--- config.mk ---
export PLATFORM = sky130hd
export DESIGN_NAME = x86_branch_filter_decode
export DESIGN_NICKNAME = d
export VERILOG_FILES = /design/src/hw/rtl/xbcj_pkg.sv /design/src/hw/rtl/xbcj_conv.sv /design/src/hw/rtl/xbcj_front.sv /design/src/hw/rtl/xbcj_fifo.sv /design/src/hw/rtl/x86_branch_filter_decode.sv
export SDC_FILE = /design/constraint.sdc
export NUM_CORES = 1
export LEC_CHECK = 0
export BUFFER_PORTS_ARGS = -buffer_cell sky130_fd_sc_hd__buf_2
export CORE_MARGIN = 3
export CORE_UTILIZATION = 63
export DETAILED_ROUTE_END_ITERATION = 10
export GPL_TIMING_DRIVEN = 0
export PLACE_DENSITY = 0.8
export SYNTH_ARGS = -nofsm -noshare
export SYNTH_HDL_FRONTEND = slang
export SYNTH_SLANG_ARGS = --single-unit
--- constraint.sdc ---
create_clock -name aclk -period 6.5 [get_ports aclk]
set_input_delay 0.65 -clock aclk [delete_from_list [all_inputs] [get_ports aclk]]
set_output_delay 0.65 -clock aclk [all_outputs]
set_load 0.01 [all_outputs]
--- src/hw/rtl/xbcj_pkg.sv ---
// shared types, constants and tables for the x86 branch filter decoder
// no dependencies
`timescale 1ns / 1ps

package xbcj_pkg;

    localparam int WinLen    = 5;
    localparam int FifoDepth = 8;

    localparam logic [7:0]  OpcodeMask   = 8'hfe;
    localparam logic [7:0]  OpcodeCall   = 8'he8;
    localparam logic [7:0]  ByteAllOnes  = 8'hff;
    localparam logic [31:0] Dest25Mask   = 32'h01ff_ffff;
    localparam logic [31:0] Dest25Sign   = 32'h0100_0000;
    localparam logic [2:0]  DistFar      = 3'd4;
    localparam logic [31:0] ConvStride   = 32'd5;

    // bit i set where mask value i is allowed
    localparam logic [7:0]  MaskAllowed  = 8'b0001_0111;

    function automatic logic [1:0] mask_bitnum(input logic [2:0] m);
        logic [1:0] r;
        case (m)
            3'd0: r = 2'd0;
            3'd1: r = 2'd1;
            3'd2: r = 2'd2;
            3'd3: r = 2'd2;
            default: r = 2'd3;
        endcase
        return r;
    endfunction

    typedef struct packed {
        logic       valid;
        logic [7:0] data;
        logic       last;
    } xbcj_word_t;

    typedef struct packed {
        logic        start;
        logic [2:0]  mask;
        logic [31:0] src;
        logic [31:0] pos;
    } xbcj_conv_req_t;

    typedef struct packed {
        logic        done;
        logic [31:0] dest;
    } xbcj_conv_rsp_t;

endpackage

--- src/hw/rtl/xbcj_conv.sv ---
// iterative target conversion unit: one subtract and test per cycle
// depends on xbcj_pkg
`timescale 1ns / 1ps

module xbcj_conv (
    input  logic                    aclk,
    input  logic                    aresetn,
    input  xbcj_pkg::xbcj_conv_req_t req,
    output xbcj_pkg::xbcj_conv_rsp_t rsp
);

    logic        busy_reg;
    logic [1:0]  pass_reg;
    logic [2:0]  mask_reg;
    logic [31:0] src_reg;
    logic [31:0] bias_reg;
    logic        done_reg;
    logic [31:0] dest_reg;

    logic [31:0] dest;
    logic [4:0]  sh;
    logic [7:0]  tb;
    logic        stop;

    always_comb begin
        dest = src_reg - bias_reg;
        sh   = {xbcj_pkg::mask_bitnum(mask_reg), 3'b000};
        tb   = 8'(dest >> (5'd24 - sh));
        stop = (mask_reg == 3'd0) || ((tb != 8'h00) && (tb != xbcj_pkg::ByteAllOnes))
               || (pass_reg == 2'd2);
    end

    always_ff @(posedge aclk) begin
        if (!aresetn) begin
            busy_reg <= 1'b0;
            done_reg <= 1'b0;
            pass_reg <= 2'd0;
        end else begin
            done_reg <= 1'b0;
            if (req.start) begin
                busy_reg <= 1'b1;
                pass_reg <= 2'd0;
                mask_reg <= req.mask;
                src_reg  <= req.src;
                bias_reg <= req.pos + xbcj_pkg::ConvStride;
            end else if (busy_reg) begin
                if (stop) begin
                    busy_reg <= 1'b0;
                    done_reg <= 1'b1;
                    dest_reg <= dest;
                end else begin
                    src_reg  <= dest ^ (32'hffff_ffff >> sh);
                    pass_reg <= pass_reg + 2'd1;
                end
            end
        end
    end

    // keep 25 bits, sign-extend from bit 24
    assign rsp.done = done_reg;
    assign rsp.dest = (dest_reg & xbcj_pkg::Dest25Mask)
                      | ((dest_reg[24]) ? ~xbcj_pkg::Dest25Mask : 32'h0);

    a_done_after_busy: assert property (@(posedge aclk) disable iff (!aresetn)
        done_reg |-> $past(busy_reg))
        else $error("conversion done without a running pass");
    a_pass_bound: assert property (@(posedge aclk) disable iff (!aresetn)
        busy_reg |-> pass_reg != 2'd3)
        else $error("correction loop ran past three passes");
    a_no_restart: assert property (@(posedge aclk) disable iff (!aresetn)
        busy_reg |-> !req.start)
        else $error("conversion restarted while busy");

endmodule

--- src/hw/rtl/xbcj_front.sv ---
// front end: takes bytes, keeps the look-ahead window, decides the head byte of each
// full window and pushes decoded words into the queue; depends on xbcj_pkg
`timescale 1ns / 1ps

module xbcj_front (
    input  logic                     aclk,
    input  logic                     aresetn,
    input  logic                     s_tvalid,
    output logic                     s_tready,
    input  logic [7:0]               s_tdata,
    input  logic                     s_tlast,
    output xbcj_pkg::xbcj_word_t     push,
    input  logic                     push_ready,
    output xbcj_pkg::xbcj_conv_req_t conv_req,
    input  xbcj_pkg::xbcj_conv_rsp_t conv_rsp
);

    typedef enum logic [1:0] {S_IDLE, S_DECIDE, S_CONV, S_EMIT} state_t;

    state_t      state_reg;
    logic [7:0]  win_reg [xbcj_pkg::WinLen];
    logic [2:0]  fill_reg;
    logic [31:0] pos_reg;
    logic [2:0]  mask_reg;
    logic [2:0]  dist_reg;
    logic        last_reg;
    logic [2:0]  cnt_reg;
    xbcj_pkg::xbcj_conv_req_t conv_req_reg;

    // head decision
    logic       is_op;
    logic       early;
    logic       do_conv;
    logic [2:0] m_use;
    logic [5:0] m_wide;
    logic [7:0] tbyte;
    logic [2:0] mask_next;
    logic [2:0] dist_next;

    always_comb begin
        is_op     = (win_reg[0] & xbcj_pkg::OpcodeMask) == xbcj_pkg::OpcodeCall;
        early     = 1'b0;
        do_conv   = 1'b0;
        m_use     = 3'd0;
        m_wide    = 6'd0;
        tbyte     = 8'h00;
        mask_next = mask_reg;
        dist_next = dist_reg;
        if (!is_op) begin
            dist_next = (dist_reg < xbcj_pkg::DistFar) ? dist_reg + 3'd1 : xbcj_pkg::DistFar;
        end else begin
            if (dist_reg inside {[3'd1:3'd3]}) begin
                m_wide = {3'b000, mask_reg} << (dist_reg - 3'd1);
                m_use  = m_wide[2:0];
                if (m_use != 3'd0) begin
                    tbyte = win_reg[3'd4 - {1'b0, xbcj_pkg::mask_bitnum(m_use)}];
                    early = !xbcj_pkg::MaskAllowed[m_use] || (tbyte == 8'h00)
                            || (tbyte == xbcj_pkg::ByteAllOnes);
                end
            end
            if (early) begin
                mask_next = {m_use[1:0], 1'b1};
                dist_next = 3'd1;
            end else if ((win_reg[4] == 8'h00) || (win_reg[4] == xbcj_pkg::ByteAllOnes)) begin
                do_conv   = 1'b1;
                mask_next = m_use;
                dist_next = xbcj_pkg::DistFar;
            end else begin
                mask_next = {m_use[1:0], 1'b1};
                dist_next = 3'd1;
            end
        end
    end

    always_ff @(posedge aclk) begin
        if (!aresetn) begin
            state_reg          <= S_IDLE;
            fill_reg           <= 3'd0;
            pos_reg            <= 32'd0;
            mask_reg           <= 3'd0;
            dist_reg           <= xbcj_pkg::DistFar;
            last_reg           <= 1'b0;
            cnt_reg            <= 3'd0;
            conv_req_reg.start <= 1'b0;
        end else begin
            conv_req_reg.start <= 1'b0;
            case (state_reg)
                S_IDLE: begin
                    if (s_tvalid) begin
                        win_reg[fill_reg] <= s_tdata;
                        fill_reg          <= fill_reg + 3'd1;
                        last_reg          <= s_tlast;
                        if (fill_reg == 3'd4) begin
                            state_reg <= S_DECIDE;
                        end else if (s_tlast) begin
                            cnt_reg   <= fill_reg + 3'd1;
                            state_reg <= S_EMIT;
                        end
                    end
                end
                S_DECIDE: begin
                    mask_reg <= mask_next;
                    dist_reg <= dist_next;
                    if (do_conv) begin
                        conv_req_reg.start <= 1'b1;
                        conv_req_reg.mask  <= m_use;
                        conv_req_reg.src   <= {win_reg[4], win_reg[3], win_reg[2], win_reg[1]};
                        conv_req_reg.pos   <= pos_reg;
                        pos_reg            <= pos_reg + xbcj_pkg::ConvStride;
                        state_reg          <= S_CONV;
                    end else begin
                        pos_reg   <= pos_reg + 32'd1;
                        cnt_reg   <= last_reg ? 3'd5 : 3'd1;
                        state_reg <= S_EMIT;
                    end
                end
                S_CONV: begin
                    if (conv_rsp.done) begin
                        win_reg[1] <= conv_rsp.dest[7:0];
                        win_reg[2] <= conv_rsp.dest[15:8];
                        win_reg[3] <= conv_rsp.dest[23:16];
                        win_reg[4] <= conv_rsp.dest[31:24];
                        cnt_reg    <= 3'd5;
                        state_reg  <= S_EMIT;
                    end
                end
                S_EMIT: begin
                    if (push_ready) begin
                        for (int i = 0; i < xbcj_pkg::WinLen - 1; i++) begin
                            win_reg[i] <= win_reg[i + 1];
                        end
                        win_reg[xbcj_pkg::WinLen - 1] <= 8'h00;
                        fill_reg <= fill_reg - 3'd1;
                        cnt_reg  <= cnt_reg - 3'd1;
                        if (cnt_reg == 3'd1) begin
                            state_reg <= S_IDLE;
                            if (last_reg) begin
                                fill_reg <= 3'd0;
                                pos_reg  <= 32'd0;
                                mask_reg <= 3'd0;
                                dist_reg <= xbcj_pkg::DistFar;
                                last_reg <= 1'b0;
                            end
                        end
                    end
                end
                default: state_reg <= S_IDLE;
            endcase
        end
    end

    assign s_tready   = (state_reg == S_IDLE);
    assign push.valid = (state_reg == S_EMIT);
    assign push.data  = win_reg[0];
    assign push.last  = last_reg && (cnt_reg == 3'd1);
    assign conv_req   = conv_req_reg;

    a_decide_full: assert property (@(posedge aclk) disable iff (!aresetn)
        state_reg == S_DECIDE |-> fill_reg == 3'd5)
        else $error("head decided without a full window");
    a_accept_room: assert property (@(posedge aclk) disable iff (!aresetn)
        (s_tvalid && s_tready) |-> fill_reg <= 3'd4)
        else $error("byte accepted into a full window");
    a_done_in_conv: assert property (@(posedge aclk) disable iff (!aresetn)
        conv_rsp.done |-> state_reg == S_CONV)
        else $error("conversion result outside the conversion wait");
    a_last_resets: assert property (@(posedge aclk) disable iff (!aresetn)
        (push.valid && push_ready && push.last) |=> (fill_reg == 3'd0 && pos_reg == 32'd0))
        else $error("stream state not cleared after the last word");

endmodule

--- src/hw/rtl/xbcj_fifo.sv ---
// back end: short word queue between the front end and the output channel
// depends on xbcj_pkg
`timescale 1ns / 1ps

module xbcj_fifo #(
    parameter int Depth = xbcj_pkg::FifoDepth
) (
    input  logic                 aclk,
    input  logic                 aresetn,
    input  xbcj_pkg::xbcj_word_t push,
    output logic                 push_ready,
    output logic                 m_tvalid,
    input  logic                 m_tready,
    output logic [7:0]           m_tdata,
    output logic                 m_tlast
);

    localparam int PtrW = (Depth > 1) ? $clog2(Depth) : 1;
    localparam int CntW = $clog2(Depth + 1);

    logic [8:0]      mem_reg [Depth];
    logic [PtrW-1:0] wr_reg;
    logic [PtrW-1:0] rd_reg;
    logic [CntW-1:0] cnt_reg;
    logic            do_push;
    logic            do_pop;

    assign push_ready = (cnt_reg != CntW'(Depth));
    assign m_tvalid   = (cnt_reg != '0);
    assign do_push    = push.valid && push_ready;
    assign do_pop     = m_tvalid && m_tready;
    assign m_tdata    = mem_reg[rd_reg][8:1];
    assign m_tlast    = mem_reg[rd_reg][0];

    always_ff @(posedge aclk) begin
        if (do_push) begin
            mem_reg[wr_reg] <= {push.data, push.last};
        end
    end

    always_ff @(posedge aclk) begin
        if (!aresetn) begin
            wr_reg  <= '0;
            rd_reg  <= '0;
            cnt_reg <= '0;
        end else begin
            if (do_push) begin
                wr_reg <= (wr_reg == PtrW'(Depth - 1)) ? '0 : wr_reg + PtrW'(1);
            end
            if (do_pop) begin
                rd_reg <= (rd_reg == PtrW'(Depth - 1)) ? '0 : rd_reg + PtrW'(1);
            end
            case ({do_push, do_pop})
                2'b10:   cnt_reg <= cnt_reg + CntW'(1);
                2'b01:   cnt_reg <= cnt_reg - CntW'(1);
                default: cnt_reg <= cnt_reg;
            endcase
        end
    end

    a_count_bound: assert property (@(posedge aclk) disable iff (!aresetn)
        cnt_reg <= CntW'(Depth))
        else $error("queue count beyond depth");
    a_ptr_sync: assert property (@(posedge aclk) disable iff (!aresetn)
        (cnt_reg == '0) |-> (wr_reg == rd_reg))
        else $error("empty queue with pointers apart");
    a_pop_count: assert property (@(posedge aclk) disable iff (!aresetn)
        (do_pop && !do_push) |=> cnt_reg == $past(cnt_reg) - CntW'(1))
        else $error("queue count missed a pop");

endmodule

--- src/hw/rtl/x86_branch_filter_decode.sv ---
// top level of the x86 branch/call/jump decode filter
// depends on xbcj_pkg, xbcj_conv, xbcj_front and xbcj_fifo
`timescale 1ns / 1ps

// One byte enters per accepted word and decoded bytes leave in stream order, the final
// one of a stream marked by m_tlast. When the window is full the front end decides its
// head byte, and a plain byte is then written to the queue before the next byte is
// taken. An E8/E9 call or jump that is converted runs the correction loop in the
// conversion unit, one 32-bit subtract a pass; the front end waits for the loop, which
// runs at most three passes, and then writes its five bytes into the queue, one per
// cycle while the queue has room, so the byte that completes a converted instruction
// holds the input until all five are written. The front end writes into a queue of
// FIFO_DEPTH words, so the output side may stall without holding it back until the
// queue fills. After the last byte the window is flushed and the next byte starts a
// new stream at position zero.

module x86_branch_filter_decode #(
    parameter int FIFO_DEPTH = xbcj_pkg::FifoDepth
) (
    input  logic       aclk,
    input  logic       aresetn,
    input  logic       s_tvalid,
    output logic       s_tready,
    input  logic [7:0] s_tdata,   // data_byte[7:0]
    input  logic       s_tlast,
    output logic       m_tvalid,
    input  logic       m_tready,
    output logic [7:0] m_tdata,   // out_byte[7:0]
    output logic       m_tlast
);

    xbcj_pkg::xbcj_word_t     push;
    logic                     push_ready;
    xbcj_pkg::xbcj_conv_req_t conv_req;
    xbcj_pkg::xbcj_conv_rsp_t conv_rsp;

    xbcj_conv u_conv (
        .aclk    (aclk),
        .aresetn (aresetn),
        .req     (conv_req),
        .rsp     (conv_rsp)
    );

    xbcj_front u_front (
        .aclk       (aclk),
        .aresetn    (aresetn),
        .s_tvalid   (s_tvalid),
        .s_tready   (s_tready),
        .s_tdata    (s_tdata),
        .s_tlast    (s_tlast),
        .push       (push),
        .push_ready (push_ready),
        .conv_req   (conv_req),
        .conv_rsp   (conv_rsp)
    );

    xbcj_fifo #(
        .Depth (FIFO_DEPTH)
    ) u_fifo (
        .aclk       (aclk),
        .aresetn    (aresetn),
        .push       (push),
        .push_ready (push_ready),
        .m_tvalid   (m_tvalid),
        .m_tready   (m_tready),
        .m_tdata    (m_tdata),
        .m_tlast    (m_tlast)
    );

endmodule

==> summary.txt <==
Route
  • Post-route ant nets: 0
  • Via density: 6.37
  • Vias: 12.3k
  • Total Wirelength: 42300 um
  • Detailed Route Iter0 Violations: 1467
  • First-pass DRT Iterations: 8
  • DRC errors left: 0
  • Post-DR wirelength/cell: 21.8 um

STA
  • Actual slew at the worst max-slew pin: 1.30 ns
  • Unrepaired setup endpoints after global routing: false
  • Final period utilization: 92.0%
  • Setup TNS: 0 ns
  • FMAX: 167 MHz
  • Fin Clk Skew: 0.0182 ns
  • Slew margin rel.: 10.9%
  • Crit path time final: 5.98 ns
  • Fin. Hold Viols: 0
  • Final Max Tran Viols: 0
  • Setup Viol. Count Final: 0

Clock network
  • CTS tree: built
  • Hold Buf Count CTS: 0
  • Total CTS buffers: 35
  • Reg clk slew, reported paths: 0.06 ns
  • Max clock buf depth: 3
  • Clk root buf: clkbuf_16
  • Post-CTS resize count: 0
  • Post-CTS setup buffers: 0
  • Worst-Skew Late Latency: 0.53 ns
  • Clock sinks: 336
  • H-Tree Depth: 2

Cells and area
  • Share of layout cells above drive strength 1: 10.2%
  • Fill cells: 1819
  • Final net count: 1644
  • Fin area: 18700 sq um
  • Reg area: 9360 sq um
  • Area Growth Syn to Fin: 11.4%
  • Number of flip-flops under the largest register name: 72
  • # diodes: 0
  • Multi-input logic area: 6910 sq um

Min path
  • Hold Path End: u_conv.mask_reg[2]
  • Min-Delay Path Depth: 0
  • Min-delay worst type: reg -> reg
  • Hold path startpoint: u_front.conv_req[66]

Yosys
  • Mapped Cells: 1510
  • Post-Syn Area: 16800 sq um
  • Number of distinct library cells after synthesis: 81
  • Area leader, netlist: edfxtp_1
  • Ys flop type: edfxtp_1
  • Synth top cells by count: edfxtp_1, nand2_1, nor2_1
  • Count leader, synth: edfxtp_1
  • Yosys top cell area share: 47.1%
  • Syn_area_per_cell: 11.1 sq um
  • FFs w/ async S/R, synth: 0%
  • Ys Warns: 0
  • Seq/Total Area, Yosys: 55.8%
  • Top cells by area, synth: edfxtp_1, dfxtp_1, xnor2_1
  • Syn_nets: 1579
  • Post-synth EDFFs: 263
  • #FFs+latches synth: 336

Power and ir drop
  • VDD IR-drop max: 277 uV
  • Leak: 0.00663 uW
  • Power Dens Cells: 292 nW/um^2

Setup path
  • Worst R2R Start: u_front.dist_reg[0]
  • Kind of critical path: reg -> reg
  • CP max-delay cell: dfxtp_1
  • Element type at the critical path start: register
  • Buf+Inv Stages, Crit Path: 5
  • Slowest Stage Delay on Critical Path: 0.38 ns
  • Reg-to-reg setup timing slack: 0.52 ns
  • Max FO, Critical Path: 10
  • Req. time, crit path: 6.88 ns
  • CP endpoint kind: register
  • FF-to-FF path depth: 25
  • Family with the most delay on the worst path: simple AND/OR/NAND/NOR gates
  • FF-to-FF End: u_front.pos_reg[29]
  • Worst EP arrival: 6.37 ns

GRT
  • Initial antenna violation count: 0
  • GRT Residual Overflow: 0
  • Total GRT Usage: 29.0%
  • First-pass GRT wire length: 64400 um
  • Vias in the first global route: 11.5k
  • Largest net degree at the start of global routing: 68

Floorplanning
  • Initial Util: 64.2%
  • Io pins: 24
  • Die height: 169 um
  • Core ar.: 26100 sq um
  • Die X: 169 um
  • Num rows: 59
  • Total die area: 28600 sq um

Run
  • Max Cap Violations: 0

Place
  • Gpl congestion: 0.945
  • Dpl cell area: 17400 sq um
  • Post-DP HPWL: 30300 um
  • Port Buf Inserts: 22

Outcome
  • Outcome: complete, no violations
## worst max-delay path by stage
| stage | slack (ns) | startpoint | to | cells after the start |
|---|---|---|---|---|
| 2_1_floorplan | 1.21 | u_conv.src_reg[0] | u_conv.dest_reg[0] | 15 |
| 3_3_place_gp | -0.30 | u_conv.src_reg[0] | u_conv.dest_reg[12] | 15 |
| 3_5_place_dp | 0.67 | u_front.dist_reg[0] | u_front.pos_reg[31] | 24 |
| 4_1_cts | 0.55 | u_front.dist_reg[0] | u_front.pos_reg[29] | 24 |
| 5_1_grt | 0.01 | u_front.dist_reg[0] | u_front.pos_reg[31] | 25 |
| 6_report | 0.52 | u_front.dist_reg[0] | u_front.pos_reg[29] | 25 |
## logic make-up after synthesis
| family | count (synthesis) | share of synthesized area [%] |
|---|---|---|
| mux | 53 | 4.68 |
| xor+xnor | 116 | 6.06 |
| simple gates | 480 | 13.7 |
| flops | 336 | 55.8 |
| buf+inv | 148 | 3.38 |
| compound gates | 321 | 12.2 |
| fa+ha+maj | 56 | 4.27 |
## power by group
| group | internal, uW | switching [uW] | total [uW] |
|---|---|---|---|
| clock network | 1360 | 832 | 2190 |
| registers | 2430 | 136 | 2560 |
| logic | 282 | 428 | 711 |
## final cells by class
type	instances	area share, %
sequential	336	50.1
multi-input combinational	1026	37.0
clock buffer	47	5.49
tap	335	2.24
inverter	76	1.53
buffer	72	1.51
clock inverter	16	1.33
timing repair buffer	28	0.857
## layer usage
metal | up-vias | GRT usage [%] | routed length, um
met1 | 5941 | 41.2 | 17400
met4 | 0 | 8.07 | 1200
met3 | 110 | 7.48 | 4410
met2 | 616 | 45.0 | 19200
met5 | - | 0 | 0
li1 | 5659 | - | -
## placed cells by master (no fill, tap or decap), types with 7 or more instances in the layout
master / n
a31oi_1: 28
nor2b_1: 23
nand4_1: 30
nand2_1: 158
inv_1: 74
nand3_1: 33
mux2i_1: 14
nor3_1: 17
or3_1: 7
buf_1: 9
ha_1: 54
clkbuf_16: 39
o31ai_1: 12
mux4_2: 18
o21ai_0: 83
xor2_1: 37
dfxtp_1: 73
and3_1: 23
edfxtp_1: 263
and2_1: 9
buf_2: 31
nand2b_1: 10
a21boi_0: 12
a21o_1: 14
nor2_1: 123
mux2_2: 20
nor4_1: 8
a211oi_1: 12
o21ai_1: 8
a21oi_1: 89
clkbuf_1: 60
xnor2_1: 78
## through the flow
stage / utilization (%) / setup WS [ns] / hold slack [ns] / std cells / total power [uW]
2_1_floorplan: - / 1.21 / 0.400 / 1510 / 3060
3_3_place_gp: 66.2 / -0.305 / 0.426 / 1867 / 3260
4_1_cts: 71.5 / 0.554 / 0.439 / 1935 / 5460
6_report: 71.5 / 0.518 / 0.442 / 1936 / 5460
5_1_grt: 71.5 / 0.00976 / 0.447 / 1936 / 5640
3_5_place_dp: 66.6 / 0.666 / 0.425 / 1872 / 3290
No activity file was read; power rests on OpenSTA's default activity.
